`src/hdl/cdq_pkg.sv`:
```
// Shared types, codes and defaults for the circular deque.
package cdq_pkg;

   localparam int DEPTH_DEF      = 128;
   localparam int DATA_WIDTH_DEF = 32;

   localparam int CAP_W    = 8;
   localparam int MODE_W   = 3;
   localparam int STATUS_W = 2;

   localparam logic [CAP_W-1:0] CAP_RESET = 8'd128;

   localparam logic [MODE_W-1:0] MODE_PUSH_FRONT = 3'd0;
   localparam logic [MODE_W-1:0] MODE_PUSH_REAR  = 3'd1;
   localparam logic [MODE_W-1:0] MODE_POP_FRONT  = 3'd2;
   localparam logic [MODE_W-1:0] MODE_POP_REAR   = 3'd3;
   localparam logic [MODE_W-1:0] MODE_QUERY      = 3'd4;

   localparam logic [STATUS_W-1:0] STATUS_DONE       = 2'd0;
   localparam logic [STATUS_W-1:0] STATUS_PUSH_FULL  = 2'd1;
   localparam logic [STATUS_W-1:0] STATUS_POP_EMPTY  = 2'd2;

   // Controller to datapath commands.
   typedef struct packed {
      logic exec;
      logic rd;
      logic load;
   } cdq_cmd_type;

endpackage

```
`src/hdl/cdq_ctrl.sv`:
```
// Controller: sequences accept, slot read and result load.
module cdq_ctrl
   import cdq_pkg::*;
(
   input  logic        clock,
   input  logic        reset,
   input  logic        req_valid,
   output logic        req_ready,
   output logic        rsp_valid,
   input  logic        rsp_ready,
   output cdq_cmd_type cmd
);

   typedef enum logic [1:0] {
      ST_IDLE,
      ST_READ,
      ST_LOAD
   } state_type;

   state_type state_ff;
   logic      rsp_valid_ff;

   always_comb begin
      cmd.exec = (state_ff == ST_IDLE) && req_valid;
      cmd.rd   = (state_ff == ST_READ);
      // load only once the previous result has left
      cmd.load = (state_ff == ST_LOAD) && (!rsp_valid_ff || rsp_ready);
   end

   assign req_ready = (state_ff == ST_IDLE);
   assign rsp_valid = rsp_valid_ff;

   always_ff @(posedge clock) begin
      if (reset) begin
         state_ff     <= ST_IDLE;
         rsp_valid_ff <= 1'b0;
      end else begin
         if (cmd.load) begin
            rsp_valid_ff <= 1'b1;
         end else if (rsp_ready) begin
            rsp_valid_ff <= 1'b0;
         end
         case (state_ff)
            ST_IDLE: begin
               if (req_valid) begin
                  state_ff <= ST_READ;
               end
            end
            ST_READ: begin
               state_ff <= ST_LOAD;
            end
            ST_LOAD: begin
               if (cmd.load) begin
                  state_ff <= ST_IDLE;
               end
            end
            default: begin
               state_ff <= ST_IDLE;
            end
         endcase
      end
   end

`ifndef SYNTHESIS
   a_exec_then_read: assert property (@(posedge clock) disable iff (reset)
      cmd.exec |=> cmd.rd)
      else $error("read did not follow an accepted request");
   a_one_cmd: assert property (@(posedge clock) disable iff (reset)
      $onehot0({cmd.exec, cmd.rd, cmd.load}))
      else $error("more than one datapath command at once");
`endif

endmodule

```
`config.mk`:
```
export PLATFORM = sky130hd
export DESIGN_NAME = cdq_ctrl
export DESIGN_NICKNAME = d
export VERILOG_FILES = /design/src/hdl/cdq_pkg.sv /design/src/hdl/cdq_ctrl.sv
export SDC_FILE = /design/constraint.sdc
export NUM_CORES = 1
export LEC_CHECK = 0
export BUFFER_PORTS_ARGS = -buffer_cell sky130_fd_sc_hd__buf_2
export CAP_MARGIN = 20
export CORE_AREA = 2 2 39 41
export DETAILED_ROUTE_END_ITERATION = 6
export DIE_AREA = 0 0 41 43
export SLEW_MARGIN = 20
export SYNTH_ARGS = -nofsm -noshare
export SYNTH_HDL_FRONTEND = slang
export SYNTH_SLANG_ARGS = --single-unit
```
`constraint.sdc`:
```
create_clock -name clock -period 1.8 [get_ports clock]
set_input_delay 0.27 -clock clock [delete_from_list [all_inputs] [get_ports clock]]
set_output_delay 0.27 -clock clock [all_outputs]
set_load 0.02 [all_outputs]
```
* After elaboration in Yosys (flattened, before gate mapping)
Cells that the tools add are included.
** Cells by class
- Shifts and indexed selects :: 0
- Reduce and logical (&&, ||, !) cells :: 7
- Add/subtract/negate cells :: 0
- Equal/unequal tests :: 4
- Multipliers :: 0
- Multiplexer cells :: 5
- Div/mod/pow operators :: 0
- Order comparisons :: 0
- Bitwise gates (word level) :: 0
** Operators by type and width (count)
- 2-bit one-hot mux with 3 select lines :: 1
- 2-bit two-way mux :: 2
- 2-bit inequality test, second input constant :: 2
- 2-bit by 1-bit equality test with 1-bit output, second input constant :: 1
- 2-bit equality test, second input constant :: 1
- 1-bit logical AND :: 2
- 2-bit logical NOT :: 1
- 1-bit two-way mux :: 2
- 2-bit AND reduction :: 1
- 2-bit nonzero test :: 1
- 1-bit logical NOT :: 1
- 1-bit logical OR :: 1
** Storage, ports and cells
- Input bits :: 4
- Bits in latches :: 0
- Flip-flop bits (word level) :: 3
- Memories :: 0
- Logic and storage cells :: 18
- Memory bits (writable) :: 0
- Output and inout port bits :: 5
- Memory bits (read-only) :: 0

* Depth between registers and ports, before layout
Gate-level depths: netlist (run 1).
- Word-level depth :: 5
- Gate-level depth with buffers :: 2
- Gate-level depth less buffers :: 2

* Worst setup path after synthesis (run 1)
Ideal clock, no wire load.
- Path kind :: register -> output
- Start point :: register rsp_valid_ff (netlist: rsp_valid)
- End point :: output cmd[0] (netlist bit)
- Arrival :: 0.804 ns
- Cell stages (with the launch flop) :: 3
- Path buffers :: 0
- Slack :: 0.726 ns
- Required time :: 1.530 ns
- Cell sequence :: dfxtp_1 nand2b_1 nor2b_1
** RTL lines
- from (decl) :: line cdq_ctrl.sv:21 : logic rsp_valid_ff;
- from (signal assigned) :: line cdq_ctrl.sv:36 : rsp_valid_ff <= 1'b0;
- from (signal assigned) :: line cdq_ctrl.sv:39 : rsp_valid_ff <= 1'b1;
- from (signal assigned) :: line cdq_ctrl.sv:41 : rsp_valid_ff <= 1'b0;
- to (decl) :: line cdq_ctrl.sv:11 : output cdq_cmd_type cmd

==> flow_summary_export.csv, run 1 <==
group,metric,value,unit
sta,finalHoldViolCount,0,
clock_tree,clock_path_buffers,2,
sta,finalSetupTns,0,ns
placement,dpl_cell_area,199,sq um
synthesis,synth_seq_cells,3,
critical_path,worst_path_max_delay_cell,"dfxtp_1",
routing,drtIter0Drc,0,
routing,viasPerCell,3.10,
critical_path,cpLargestDelayFamily,"flip-flops",
routing,route.detailed.drc,0,
clock_tree,htree_levels,1,
critical_path,worstPathMaxFanout,5,
finish,diodes,0,
sta,slew_headroom,89.5,%
hold_path,min_path_type,"input pin to flop",
finish,drive_above_1_share,52.0,%
die,coreArea,1380,sq um
critical_path,cp-start-kind,"flop",
finish,fill_cells,154,
critical_path,slowest_delay,0.33,ns
die,fp.dieW,41,um
pwr,seqPwrFrac,33.4,%
sta,max_freq,798,MHz
global_route,antenna_found_initial,0,
finish,final_area,225,sq um
finish,multi_input_area,78.8,sq um
sta,min_period,1.25,ns
clock_tree,postCtsSetupBuffers,0,
global_route,grt_pass1_wl,427,um
sta,drv_slew,0,
die,dieArea,1760,sq um
critical_path,critPathKind,"flop to output pin",
clock_tree,cts_buffers,3,
critical_path,required,1.53,ns
finish,area_growth,62.2,%
clock_tree,cts_tree,"built",
synthesis,synth_cell_types,9,
pwr,power,219,uW
pwr,p_switching,51.8,uW
pwr,switching_share,23.6,%
sta,setup_viol,0,
pwr,vdd_ir_drop_max,125,uV
die,io_pins,9,
global_route,grt_pass1_vias,132,
synthesis,syn_area_per_cell,10.7,sq um
flow_run,cap_violations,0,
sta,hold_ws,0.225,ns
clock_tree,insertion_delay,0.23,ns
clock_tree,root_buffer,"clkbuf_4",
routing,ant_nets,0,
pwr,p_int,167,uW
clock_tree,cts_hold_buf,0,
synthesis,synth_nets,17,
placement,io_buffer_count,8,
critical_path,crit_buf_inv,1,
synthesis,yosysSeqAreaShare,43.2,%
synthesis,syn-instance-count,13,
die,dieHeight,43,um
global_route,grt_max_degree,6,
clock_tree,cts_resized,0,
sta,finalClockSkew,0.000237,ns
sta,rsz0062_at_grt,"no",
clock_tree,clk_pin_slew,0.04,ns
critical_path,arrival,0.98,ns
synthesis,yosys_warnings,0,
die,floorplan.initialDensity,10.0,%
sta,worst_pin_slew,0.158,ns
finish,regArea,60.1,sq um
routing,vias,127,
critical_path,path_cells,"nand2b_1, nor2b_1, buf_2",
routing,drt-wirelength-per-cell,7.15,um
routing,firstDrtPassIters,1,
global_route,globalRouteTotalUtil,4.71,%
die,rows,14,
pwr,p_comb_share,13.6,%
finish,final_net_count,30,
pwr,p_per_area,973,nW/um^2
status,outcome,"finished, final reports clean",
pwr,clkPwrFrac,53.0,%
pwr,p_leak,0.112,nW
clock_tree,cts_sinks,3,
critical_path,cp-end-kind,"output pin",
routing,wirelength,293,um
sta,fin_crit_sh,69.6,%
synthesis,synthesis.area,139,sq um
placement,place.gp.congestion,0.470,
global_route,overflow,0,
-- Yosys cell counts --
cell type	n	area share, %
dfxtp_1	3	43
and2b_4	1	7.2
a21oi_1	1	3.6
and4bb_1	1	9.0
o21ba_1	1	7.2
nor3b_2	1	9.0
nand2b_1	2	9.0
nor2b_1	2	9.0
nor2_1	1	2.7
-- per-stage QoR --
stage               utilization [%]  instances  setup WS [ns]
floorplan                         -         13          0.726
global placement               14.4         37          0.748
detailed placement             14.4         37          0.746
CTS                            16.3         41          0.525
global route                   16.3         41          0.477
finish                         16.3         41          0.547
-- metal layers --
metal  GRT usage [%]  wire length [um]  vias to the layer above
li1                -                 -                       69
met1            2.56               107                       52
met2            5.63               143                        6
met3            4.71                43                        0
met4            8.00                 0                        0
met5               0                 0                        -
-- worst reg2reg max path, stage by stage, from the launching register on --
cell and delay (ns):
dfxtp_1 0.38, and2b_4 0.21, o21ba_1 0.17
-- cell families (layout without fill, tap and decap cells) --
family | Yosys count | after routing | synth area share [%]
compound gates | 2 | 2 | 10.8
simple gates | 8 | 8 | 45.9
flops | 3 | 3 | 43.2
buf+inv | 0 | 12 | 0
-- layout by cell type (no fill, tap or decap), drive strengths merged --
cell	Yosys	routed
buf	0	8
clkbuf	0	4
dfxtp	3	3
nand2b	2	2
nor2b	2	2
and2b	1	1
nor2	1	1
nor3b	1	1
and4bb	1	1
o21ba	1	1
a21oi	1	1
-- flip-flops by register name, indices dropped and copies added (netlist names) --
| signal | count |
|---|---|
| state_ff | 2 |
| rsp_valid | 1 |
-- cell type report --
type,instances,area share (%)
multi-input combinational,10,35.0
sequential,3,26.7
timing repair buffer,8,17.8
clock buffer,4,11.7
tap,16,8.89
-- power groups by stage --
stage | Sequential, mW | Clock (mW) | Combinational, mW
after floorplan | 0.0746 | 0 | 0.0186
after global placement | 0.0743 | 0 | 0.0301
after detailed placement | 0.0744 | 0 | 0.0303
after CTS | 0.0733 | 0.126 | 0.0304
after global routing | 0.0738 | 0.130 | 0.0320
final | 0.0733 | 0.116 | 0.0297
-- worst paths after layout --
path | startpoint | end | slack (ns) | cells past startpoint
worst max-delay path | state_ff[0] | cmd[0] | 0.55 | 3
worst max register to register | state_ff[1] | state_ff[1] | 0.93 | 2
worst min-delay path | reset | rsp_valid | 0.23 | 2
worst min register to register | rsp_valid | rsp_valid | 0.49 | 2
Power figures use the tool's default switching activity.
==> inputs of run 2 (changes only) <==
Settings changed: ABC_AREA from default to 1.
Clock period 1.8 ns to 1.1 ns, I/O delays scaled along.
==> run 2 against run 1 <==
  * First-iteration DRC count increased by 3
  * Die area unchanged
  * Clock skew increased by 0.0015 ns
  * Highest routed layer is now met4
==> flow_summary_export.csv, run 2 <==
group,metric,value,unit
critical_path,required,0.94,ns
synthesis,synth_top_area_cell,"dfxtp_1",
die,floorplan.initialDensity,10.8,%
synthesis,yosysSeqAreaShare,40.3,%
synthesis,synth_cell_types,11,
clock_tree,postCtsSetupBuffers,0,
synthesis,synth_area_leaders,"dfxtp_1 40%, inv_1 13%, nand2_1 7.6%, nor2_4 7.6%, nor3_2 6.7%",
global_route,antenna_found_initial,0,
synthesis,synth_seq_cells,3,
routing,drtIter0Drc,3,
sta,worst_slack,0.0136,ns
status,outcome,"finished, final reports clean",
synthesis,synth_nets,23,
finish,final_net_count,36,
critical_path,cp-start-kind,"flop",
synthesis,synth_top_area_share,40.3,%
finish,layout_common_cells,"5 x buf_2, 4 x inv_1, 3 x clkbuf_4, 3 x buf_4",
finish,final_area,260,sq um
routing,ant_nets,0,
die,io_pins,9,
synthesis,syn-instance-count,19,
routing,wirelength,313,um
synthesis,synth_most_common_cell,"inv_1",
synthesis,yosys_warnings,0,
finish,drive_above_1_share,74.2,%
routing,viasPerCell,3.26,
global_route,grt_max_degree,5,
clock_tree,cts_tree,"built",
routing,route.detailed.drc,0,
placement,place_inst,43,
placement,place.gp.congestion,0.601,
finish,final_common_cell,"buf_2",
sta,max_freq,920,MHz
hold_path,hold_depth,2,
critical_path,arrival,0.92,ns
clock_tree,htree_levels,1,
sta,finalClockSkew,0.00173,ns
placement,dp_hpwl,237,um
sta,drv_slew,0,
synthesis,syn_area_per_cell,7.84,sq um
routing,drt-wirelength-per-cell,6.66,um
sta,worst_pin_slew,0.121,ns
pwr,p_per_area,1430,nW/um^2
synthesis,synthesis.area,149,sq um
sta,slew_headroom,91.9,%
sta,setup_viol,0,
finish,largest_reg_flops,2,
hold_path,min_path_type,"input pin to flop",
critical_path,cp-end-kind,"output pin",
routing,vias,153,
finish,top_register,"state_ff",
flow_run,cap_violations,0,
global_route,grt_pass1_vias,149,
finish,diodes,0,
global_route,overflow,0,
finish,stdcell_count,47,
finish,fin_util,18.8,%
clock_tree,cts_buffers,3,
die,rows,14,
routing,firstDrtPassIters,2,
placement,pre_cts_ws,0.188,ns
sta,hold_ws,0.125,ns
global_route,globalRouteTotalUtil,5.01,%
die,fp.dieW,41,um
critical_path,r2r_cells,3,
sta,fin_crit_sh,98.8,%
synthesis,synth_common_cells,"5 x inv_1, 3 x dfxtp_1, 3 x nand2_1",
clock_tree,clk_pin_slew,0.03,ns
sta,finalHoldViolCount,0,
placement,io_buffer_count,8,
clock_tree,cts_sinks,3,
pwr,p_leak,0.121,nW
clock_tree,clock_path_buffers,2,
synthesis,synth_edf_count,0,
sta,min_period,1.09,ns
die,coreArea,1380,sq um
pwr,vdd_ir_drop_max,741,uV
clock_tree,insertion_delay,0.23,ns
clock_tree,root_buffer,"clkbuf_4",
critical_path,critPathKind,"flop to output pin",
die,dieHeight,43,um
synthesis,synth-main-ff-cell,"dfxtp_1",
synthesis,asyncSetResetFlopFracSynth,0,%
critical_path,worstPathMaxFanout,4,
placement,dpl_cell_area,214,sq um
global_route,grt_pass1_wl,510,um
sta,rsz0062_at_grt,"yes",
finish,area_growth,74.8,%
die,dieArea,1760,sq um
run 2: kinds of logic after synthesis:
group	after synthesis	synth area share, %
AO/OA/AOI/OAI	2	12.6
buffers and inverters	6	15.1
flip-flops	3	40.3
AND/OR/NAND/NOR	8	31.9
run 2: area by class of cell:
cell class,instances,area [sq um]
fillers,156,1120
clock buffers,4,26.3
flip-flops and latches,3,65.1
inverters,6,25.0
repair buffers,8,47.5
well taps,16,20.0
multi-input cells,10,76.3
run 2: path summary, 6_finish.rpt:
kind / startpoint / end / slack (ns)
setup / recovery: state_ff[0] / cmd[2] / 0.01
hold / removal: reset / state_ff[1] / 0.13
setup reg to reg: rsp_valid / rsp_valid / 0.37
hold reg to reg: state_ff[1] / state_ff[0] / 0.53
run 2: critical path, cell delays in order, from the launching register on:
cell	delay (ns)
dfxtp_4	0.35
inv_2	0.05
nand2_2	0.07
nor2_2	0.08
buf_4	0.14
run 2: power by group:
group	total (mW)	internal (mW)	switching [mW]
sequential	0.119	0.114	0.00500
combinational	0.0637	0.0262	0.0375
clock	0.189	0.136	0.0534
run 2: through the flow:
| stage | total power [mW] | setup TNS [ns] |
|---|---|---|
| after floorplan | 0.156 | 0 |
| after global placement | 0.176 | 0 |
| after detailed placement | 0.177 | 0 |
| after CTS | 0.383 | -0.0196 |
| after global routing | 0.402 | -0.118 |
| final | 0.372 | 0 |
run 2: timing repair:
item                                   CTS  global route
hold buffers                             0             0
setup endpoints to repair                4             4
resized for setup                        5             5
endpoints found under the hold margin    0             0
run 2: metal layers:
| layer | track usage [%] | vias up | share of wire (%) |
|---|---|---|---|
| li1 | - | 79 | - |
| met5 | 0 | - | 0 |
| met2 | 5.31 | 13 | 35 |
| met1 | 4.78 | 59 | 43 |
| met3 | 6.28 | 2 | 19 |
| met4 | 4.00 | 0 | 2.6 |
